<file path="src/design/mbp_pkg.sv">
// Shared types and constants for the MSB-first bit packer.
package mbp_pkg;

  localparam int unsigned BYTE_W  = 8;
  localparam int unsigned VALUE_W = 64;
  localparam int unsigned NBITS_W = 7;
  localparam int unsigned TDATA_IN_W = 72;

  localparam logic OP_APPEND = 1'b0;
  localparam logic OP_FLUSH  = 1'b1;

  // Commands from the controller to the datapath.
  typedef struct packed {
    logic load;   // take the offered item into the bit buffer
    logic shift;  // the head byte has been taken, move on by one byte
  } mbp_cmd_t;

  // Status from the datapath to the controller.
  typedef struct packed {
    logic has_byte;    // at least one whole byte is held
    logic last_byte;   // exactly one whole byte is held
    logic load_emits;  // the item on offer would leave at least one whole byte
  } mbp_status_t;

endpackage

</file>
<file path="src/design/msb_first_bit_packer.sv">
// Top level of the MSB-first variable-length bit packer.
// An item's first byte is offered in the cycle after the item is taken.
// The bit buffer hands out one byte per cycle while the receiver is ready; no new item
// is taken until the last byte of the current one has been taken.
// An item that completes no byte is absorbed without leaving the idle state.
// Reset (rst_ni, asynchronous, active low) empties the pending bits and idles the block.
module msb_first_bit_packer
  import mbp_pkg::*;
#(
  parameter int unsigned MAX_FIELD_BITS = 64
) (
  input  logic                  clk_i,
  input  logic                  rst_ni,
  // Input items.
  input  logic                  s_axis_tvalid_i,
  output logic                  s_axis_tready_o,
  input  logic [TDATA_IN_W-1:0] s_axis_tdata_i,  // [63:0] value, [70:64] nbits, [71] zero
  input  logic                  s_axis_tuser_i,  // [0] op: append or flush
  // Result items.
  output logic                  m_axis_tvalid_o,
  input  logic                  m_axis_tready_i,
  output logic [BYTE_W-1:0]     m_axis_tdata_o,  // [7:0] out_byte
  output logic                  m_axis_tlast_o   // last byte emitted for the input item
);

  // The controller owns the handshakes; the datapath holds the bits.
  mbp_cmd_t    cmd;
  mbp_status_t status;

  mbp_ctrl u_ctrl (
    .clk_i       (clk_i),
    .rst_ni      (rst_ni),
    .in_valid_i  (s_axis_tvalid_i),
    .in_ready_o  (s_axis_tready_o),
    .out_valid_o (m_axis_tvalid_o),
    .out_ready_i (m_axis_tready_i),
    .status_i    (status),
    .cmd_o       (cmd)
  );

  // The datapath appends the saturated field length behind the pending bits,
  // then hands out the whole bytes from the top of the buffer one at a time.
  mbp_datapath #(
    .MAX_FIELD_BITS (MAX_FIELD_BITS)
  ) u_datapath (
    .clk_i      (clk_i),
    .rst_ni     (rst_ni),
    .cmd_i      (cmd),
    .op_i       (s_axis_tuser_i),
    .value_i    (s_axis_tdata_i[VALUE_W-1:0]),
    .nbits_i    (s_axis_tdata_i[VALUE_W +: NBITS_W]),
    .status_o   (status),
    .out_byte_o (m_axis_tdata_o)
  );

  // The final byte of an item is the one that leaves fewer than eight bits behind.
  assign m_axis_tlast_o = status.last_byte;

endmodule

</file>
<file path="src/design/mbp_datapath.sv">
// Bit buffer, bit count and byte extraction for the MSB-first bit packer.
module mbp_datapath
  import mbp_pkg::*;
#(
  parameter int unsigned MAX_FIELD_BITS = 64
) (
  input  logic                clk_i,
  input  logic                rst_ni,
  input  mbp_cmd_t            cmd_i,
  input  logic                op_i,
  input  logic [VALUE_W-1:0]  value_i,
  input  logic [NBITS_W-1:0]  nbits_i,
  output mbp_status_t         status_o,
  output logic [BYTE_W-1:0]   out_byte_o
);

  localparam int unsigned BUF_W = MAX_FIELD_BITS + BYTE_W;
  localparam int unsigned REM_W = $clog2(MAX_FIELD_BITS + BYTE_W);
  localparam int unsigned PEND_W = BYTE_W - 1;
  localparam int unsigned CNT_W = $clog2(BYTE_W);

  // The buffer holds its bits left-aligned; rem_q says how many are valid.
  logic [BUF_W-1:0] buf_q, buf_d;
  logic [REM_W-1:0] rem_q, rem_d;

  logic [NBITS_W-1:0]        n_sat;
  logic [NBITS_W-1:0]        v_shift;
  logic [MAX_FIELD_BITS-1:0] v_left;
  logic [CNT_W-1:0]          cnt;
  logic [PEND_W-1:0]         pend;
  logic [BUF_W-1:0]          buf_load;
  logic [REM_W-1:0]          rem_load;

  assign cnt  = rem_q[CNT_W-1:0];
  assign pend = buf_q[BUF_W-1 -: PEND_W];

  always_comb begin
    n_sat   = (nbits_i > NBITS_W'(MAX_FIELD_BITS)) ? NBITS_W'(MAX_FIELD_BITS) : nbits_i;
    v_shift = NBITS_W'(MAX_FIELD_BITS) - n_sat;
    // A shift by the full width leaves nothing, which covers a zero-length append.
    v_left  = value_i[MAX_FIELD_BITS-1:0] << v_shift;
    if (op_i == OP_FLUSH) begin
      // Pending bits are already left-aligned and zero below, so padding is free.
      buf_load = {pend, {(BUF_W-PEND_W){1'b0}}};
      rem_load = (cnt != '0) ? REM_W'(BYTE_W) : '0;
    end else begin
      buf_load = {pend, {(BUF_W-PEND_W){1'b0}}} | ({v_left, {BYTE_W{1'b0}}} >> cnt);
      rem_load = REM_W'(cnt) + REM_W'(n_sat);
    end
  end

  always_comb begin
    buf_d = buf_q;
    rem_d = rem_q;
    if (cmd_i.load) begin
      buf_d = buf_load;
      rem_d = rem_load;
    end else if (cmd_i.shift) begin
      buf_d = buf_q << BYTE_W;
      rem_d = rem_q - REM_W'(BYTE_W);
    end
  end

  always_ff @(posedge clk_i or negedge rst_ni) begin
    if (!rst_ni) begin
      buf_q <= '0;
      rem_q <= '0;
    end else begin
      buf_q <= buf_d;
      rem_q <= rem_d;
    end
  end

  assign status_o.has_byte   = (rem_q[REM_W-1:CNT_W] != '0);
  assign status_o.last_byte  = (rem_q[REM_W-1:CNT_W] == (REM_W-CNT_W)'(1));
  assign status_o.load_emits = (rem_load[REM_W-1:CNT_W] != '0);
  assign out_byte_o          = buf_q[BUF_W-1 -: BYTE_W];

endmodule

</file>
<file path="src/design/mbp_ctrl.sv">
// Handshake controller for the MSB-first bit packer.
module mbp_ctrl
  import mbp_pkg::*;
(
  input  logic        clk_i,
  input  logic        rst_ni,
  input  logic        in_valid_i,
  output logic        in_ready_o,
  output logic        out_valid_o,
  input  logic        out_ready_i,
  input  mbp_status_t status_i,
  output mbp_cmd_t    cmd_o
);

  typedef enum logic {
    ST_IDLE,
    ST_EMIT
  } state_e;

  state_e state_q;
  logic   ready_q;
  logic   valid_q;

  assign cmd_o.load  = in_valid_i && ready_q;
  assign cmd_o.shift = valid_q && out_ready_i;
  assign in_ready_o  = ready_q;
  assign out_valid_o = valid_q;

  always_ff @(posedge clk_i or negedge rst_ni) begin
    if (!rst_ni) begin
      state_q <= ST_IDLE;
      ready_q <= 1'b1;
      valid_q <= 1'b0;
    end else begin
      case (state_q)
        ST_IDLE: begin
          if (cmd_o.load && status_i.load_emits) begin
            state_q <= ST_EMIT;
            ready_q <= 1'b0;
            valid_q <= 1'b1;
          end
        end
        ST_EMIT: begin
          if (cmd_o.shift && status_i.last_byte) begin
            state_q <= ST_IDLE;
            ready_q <= 1'b1;
            valid_q <= 1'b0;
          end
        end
        default: begin
          state_q <= ST_IDLE;
          ready_q <= 1'b1;
          valid_q <= 1'b0;
        end
      endcase
    end
  end

  a_valid_has_byte: assert property (@(posedge clk_i) disable iff (!rst_ni)
    valid_q |-> status_i.has_byte)
    else $error("byte offered while fewer than eight bits are held");

  a_ready_valid_excl: assert property (@(posedge clk_i) disable iff (!rst_ni)
    !(ready_q && valid_q))
    else $error("input and output sides active together");

  a_load_to_emit: assert property (@(posedge clk_i) disable iff (!rst_ni)
    (cmd_o.load && status_i.load_emits) |=> valid_q)
    else $error("loaded item with whole bytes not offered");

  a_last_to_idle: assert property (@(posedge clk_i) disable iff (!rst_ni)
    (cmd_o.shift && status_i.last_byte) |=> (ready_q && !valid_q))
    else $error("no return to idle after last byte");

endmodule

</file>
<file path="config.mk">
export PLATFORM = sky130hd
export DESIGN_NAME = msb_first_bit_packer
export DESIGN_NICKNAME = d
export VERILOG_FILES = /design/src/design/mbp_pkg.sv /design/src/design/msb_first_bit_packer.sv /design/src/design/mbp_datapath.sv /design/src/design/mbp_ctrl.sv
export SDC_FILE = /design/constraint.sdc
export NUM_CORES = 1
export LEC_CHECK = 0
export BUFFER_PORTS_ARGS = -buffer_cell sky130_fd_sc_hd__buf_4
export CAP_MARGIN = 5
export CORE_MARGIN = 5
export CORE_UTILIZATION = 31
export DETAILED_ROUTE_END_ITERATION = 8
export GPL_TIMING_DRIVEN = 0
export MAX_ROUTING_LAYER = met4
export SKIP_CTS_REPAIR_TIMING = 1
export SLEW_MARGIN = 20
export SYNTH_ARGS = -nofsm -noshare
export SYNTH_HDL_FRONTEND = slang
export SYNTH_HIERARCHICAL = 1
export SYNTH_SLANG_ARGS = --single-unit
</file>
<file path="constraint.sdc">
create_clock -name clk_i -period 4.1 [get_ports clk_i]
set_clock_uncertainty 0.2 [all_clocks]
set_input_delay 0.82 -clock clk_i [delete_from_list [all_inputs] [get_ports clk_i]]
set_output_delay 0.82 -clock clk_i [all_outputs]
set_load 0.02 [all_outputs]
</file>
# After elaboration in Yosys (flattened, before gate mapping)
# Cells that the tools add are included.
dict set report op_classes {
  n_addsub 3
  n_lt_le_gt_ge 1
  eq_ne 4
  n_shift 2
  mux 17
  n_bitwise 2
  reduce_logical 9
}
# op n
set op_table {}
lappend op_table {{$mux 72} 3}
lappend op_table {{$or 72x72->72} 1}
lappend op_table {{$shr 72x3->72} 1}
lappend op_table {{$shl 64x7->64} 1}
lappend op_table {{$mux 7} 4}
lappend op_table {{$add 3x7->7} 1}
lappend op_table {{$gt 7x7->1 const B} 1}
lappend op_table {{$sub 7x4->7 const B} 1}
lappend op_table {{$sub 7x7->7 const A} 1}
lappend op_table {{$mux 1} 6}
lappend op_table {{$pmux 1 s2} 3}
lappend op_table {{$eq 4x1->1 const B} 1}
lappend op_table {{$logic_and 1x1->1} 4}
lappend op_table {{$mux 4} 1}
lappend op_table {{$ne 2x2->1 const B} 2}
lappend op_table {{$reduce_and 2->1} 2}
lappend op_table {{$reduce_bool 4->1} 1}
lappend op_table {{$reduce_bool 3->1} 1}
lappend op_table {{$ne 2x1->1 const B} 1}
lappend op_table {{$reduce_bool 2->1} 1}
lappend op_table {{$not 1->1} 1}
dict set report totals {
  reg_bits 82
  inputBits 77
  word_cells 44
}

# Depth between registers and ports, before layout
dict set report depth {
  depth_word 8
  ltp_mapped 21
  ltp_nobuf 13
}

# Modules after synthesis
# Netlist, hierarchy kept.
# mod n_inst cells_per_inst area_per_inst_um2 seq_area_each_um2
set modules_own_cells {}
lappend modules_own_cells {mbp_datapath 1 1494 11458.5 1951.9}
lappend modules_own_cells {mbp_ctrl 1 13 147.6 76.3}

# Worst setup path after synthesis
# OpenSTA, ideal clock, no wires.
dict set report synth_timing {
  kind {in2reg}
  start {input port s_axis_tdata_i[70]}
  end {register u_datapath.buf_q[49]}
  setup_ns 0.124
  t_arrival_ns 4.488
  required_time_ns 3.776
  path_slack_ns -0.712
  cell_stages 18
  path_buffers 5
  cell_sequence {buf_2 inv_1 buf_2 clkbuf_1 nand2_1 ha_1 buf_6 xnor2_2 buf_2 mux2i_1 nor2_1 o32ai_1 o22ai_1 a221oi_2 nand2_1 and2_1 mux2_2 a211o_1}
}
dict set report synth_between {
  elab_chain_cells 8
}
# item line_no
set synth_lines {}
lappend synth_lines {{start, declared} msb_first_bit_packer.sv:17} ;# input logic [TDATA_IN_W-1:0] s_axis_tdata_i,
lappend synth_lines {{$gt 7x7->1} mbp_datapath.sv:38} ;# n_sat = (nbits_i > NBITS_W'(MAX_FIELD_BITS)) ? NBITS_W'(MAX_FIELD_BITS) : nbits_i;
lappend synth_lines {{$mux 7 *} mbp_datapath.sv:38}
lappend synth_lines {{$sub 7x7->7 *} mbp_datapath.sv:39} ;# v_shift = NBITS_W'(MAX_FIELD_BITS) - n_sat;
lappend synth_lines {{$shl 64x7->64 *} mbp_datapath.sv:41} ;# v_left = value_i[MAX_FIELD_BITS-1:0] << v_shift;
lappend synth_lines {{$shr 72x3->72 *} mbp_datapath.sv:47} ;# buf_load = {pend, {(BUF_W-PEND_W){1'b0}}} | ({v_left, {BYTE_W{1'b0}}} >> cnt);
lappend synth_lines {{$or 72x72->72 *} mbp_datapath.sv:47}
lappend synth_lines {{$mux 72 *} mbp_datapath.sv:42} ;# if (op_i == OP_FLUSH) begin
lappend synth_lines {{$mux 72 *} mbp_datapath.sv:55} ;# if (cmd_i.load) begin
lappend synth_lines {{end signal, assigned} mbp_datapath.sv:69} ;# buf_q <= buf_d;
lappend synth_lines {{end, declared} mbp_datapath.sv:23} ;# logic [BUF_W-1:0] buf_q, buf_d;
# Every way passes the cells marked *; elsewhere a longest branch is shown, timed or not. The select of a mux whose other input is x is not followed.
# A chain may end at the register's enable or synchronous reset.

# Worst setup path in the final report
dict set report layout_timing {
  start {input port s_axis_tdata_i[64]}
  end {register u_datapath.buf_q[41]}
}
# The elaborated chain is that of the path after synthesis.

==> impl_results.md <==
* Placement Rows at 70
* Hold path startpoint: u_datapath/buf_q[56]
* Routing usage on met2 at a little over half
* CTS H-tree depth at 3
* Violated checks: negative setup slack
* Avg WL per Cell at roughly 34 um
* Final Slew Violations at 0
* Setup TNS Final at -22.37 ns
* WP data arrival at around 4.8 ns
* Core area at 0.0368 mm^2
* P&R area growth vs syn at 45.7%
* Final Non-Filler Cells at roughly 2,200
* Worst path buffer plus inverter count at 10
* Setup crit start: s_axis_tdata_i[64]
* Largest net degree at the start of global routing at just over 80
* Via density at approximately 6.9
* Share of layout cells above drive strength 1 at about two fifths
* Remaining DRCs at 0
* Hold Path End: u_datapath/buf_q[56]
* CP Class: primary input to flop
* Gpl congestion at approximately 1.0
* CP Launch Type: primary input
* Clock transition at path regs at around 0.06 ns
* Hold crit path type: flop to flop
* CP max-delay cell: mux4_2
* Int Power at 0.00425 W
* Final WL at between 70 and 80 mm
* PwrDens at between 500 and 600 mW/mm^2
* Data required, critical path at around 4.1 ns
* Worst-path cell chain: buf_12, nor2b_4, buf_8, clkinv_8, buf_12, buf_12, buf_12, ha_4, buf_12, xnor2_4, buf_12, buf_6, mux2i_2, o22ai_2, or2_4, mux4_2, buf_6, a221oi_4, a31oi_4, nand2_2, a21oi_2, o32a_1
* Global-route wire length before repair at 102 mm
* Final worst path period share at 116%
* # Max-Cap Violations at 0
* Initial core utilization at between 30% and 40%
* RSZ-0062 raised after global routing: yes
* CP most frequent cell: buf_12
* Cell Area, Synth at between 0.01 and 0.015 mm^2
* Total Power at 0.00883 W
* Final hold vios at 0
* Final min period at approximately 4.7 ns
* M3 GR Usage at 5.42%
* Initial DRC Count at about 2,200
* CP Capture Type: flop
* Reg2Reg Setup Slack at -0.08 ns
* Width of the die at between 200 and 250 um
* Number of detailed-route iterations in the first pass at 5
* Final setup viols at 60
* TritonCTS clock tree: done
* CP top delay family: buffers and inverters
* Seq pwr share at around 16%
* Syn. warnings at 6
* GR Overflow Total at 0
* Outcome: complete, but fails checks
* Post-route ant nets at 0
* Ports at 88
* Placed Cells at roughly 2,000
* FF-to-FF Start: u_ctrl/in_ready_o
* Fin util at between 40% and 50%
* Die H at ~200 um
* Avg Inst Size Synth at approximately 7.7 um^2
* Gr usage total at 34.1%
* DR vias at approximately 15,000
* Final worst slack at -0.640 ns
* Clk buf depth at 2
* Root buf cell: clkbuf_16
* Worst hold stages at 1
* Vias in the first global route at around 14,000
* Die ar. at about 0.041 mm^2
* Initial antenna violation count at 2
* R2R cell count at 10
* Max stage delay on crit path at just under 0.6 ns
* Net Switching at 0.00458 W
* RR Endpoint: u_datapath/buf_q[53]
* Hpwl dp at between 50 and 60 mm
* Pre-CTS WS at -2.20 ns
* Crit path max fanout at 7
* Num CTS Buffers at 9
* Nets at 1,800
* Met1 Resource Use GR at between 40% and 50%
* Latest clock arrival within the worst-skew pair at around 0.35 ns
* Relative slew slack at 20.2%
* Static Leakage at between 6 and 7 nW
* Peak VDD IR at between 0.2 and 0.25 mV
* Logic pwr share at between 70% and 80%
* Synthesized instance count at 1,506
* Sw frac at just over 50%
* Crit. path cell count at 22
* Fmax at around 210 MHz
* Port bufs at a little over 80
* Clock tree sinks at just over 80
* Busiest grt layer: met2
* Slew at the pin with the worst max-slew slack at 1.16 ns
* Clock power share at about a tenth
* Synth Net Count at 1,591
per-layer routing:
| layer | part of all wire, % | up-vias |
|---|---|---|
| met5 | 0 | - |
| met2 | 45 | 1080 |
| li1 | - | 6224 |
| met1 | 39 | 7535 |
| met3 | 9.9 | 277 |
| met4 | 6.2 | 0 |
worst register-to-register path, delay by kind of cell, from the launching register on:
kind,cells,cell delay [ns]
buf+inv,2,1.06
simple gates,5,1.85
flops,1,0.57
compound gates,3,0.43
worst max path at each step:
stage,to
detailed placement,u_datapath/buf_q[62]
global placement,u_datapath/buf_q[62]
global route,u_datapath/buf_q[41]
CTS,u_datapath/buf_q[62]
floorplan,u_datapath/buf_q[58]
finish,u_datapath/buf_q[41]
area by class of cell:
class	instances	area, um^2
Fill cell	3689	19900
Multi-Input combinational cell	1234	11000
Sequential cell	81	2030
Timing Repair Buffer	201	1780
Buffer	149	1020
Tap cell	468	586
Clock buffer	13	260
Inverter	39	166
Clock inverter	2	37.5
Antenna cell	1	2.50
metrics by stage:
stage                     cell area [um^2]  hold WS (ns)
final                                16900         0.306
after global routing                 16900         0.333
after CTS                            13400         0.309
after detailed placement             13100         0.294
after global placement               13000         0.282
after floorplan                      11800         0.249
cell usage in the layout, fill, tap and decap left out, types with 11 or more instances in the layout:
| cell | instances |
|---|---|
| dfrtp_1 | 80 |
| a21o_1 | 14 |
| o21ai_0 | 79 |
| mux2i_4 | 29 |
| nand2_2 | 11 |
| o22a_1 | 21 |
| nor2_1 | 101 |
| nand3_1 | 25 |
| buf_2 | 22 |
| o21ai_1 | 47 |
| nor3_1 | 16 |
| buf_6 | 40 |
| a22oi_2 | 12 |
| nand2_1 | 107 |
| inv_1 | 33 |
| a21oi_2 | 39 |
| o21ai_2 | 11 |
| clkbuf_4 | 11 |
| nor3_2 | 17 |
| buf_4 | 181 |
| mux4_2 | 26 |
| mux2i_1 | 124 |
| mux2i_2 | 33 |
| buf_1 | 14 |
| a211oi_2 | 12 |
| o211ai_1 | 27 |
| buf_12 | 21 |
| a31oi_1 | 13 |
| a21oi_1 | 65 |
| o22ai_2 | 15 |
| nor2b_1 | 17 |
| clkbuf_1 | 48 |
| o22ai_1 | 28 |
| clkbuf_16 | 12 |
sequential cells by signal, summed over array words and instances, names as in the netlist:
name / count
u_datapath/rem_q: 7
u_ctrl/in_ready_o: 1
u_datapath/buf_q: 71
u_ctrl/state_q: 1
u_ctrl/out_valid_o: 1
power by group through the flow:
| stage | clock network, W | registers, W | logic (W) |
|---|---|---|---|
| after floorplan | 0 | 0.00132 | 0.00321 |
| after global placement | 0 | 0.00139 | 0.00499 |
| after detailed placement | 0 | 0.00140 | 0.00498 |
| after CTS | 0.000842 | 0.00138 | 0.00500 |
| after global routing | 0.000870 | 0.00142 | 0.00683 |
| final | 0.000832 | 0.00139 | 0.00660 |
Note: power is estimated with default switching activity, not from simulation.
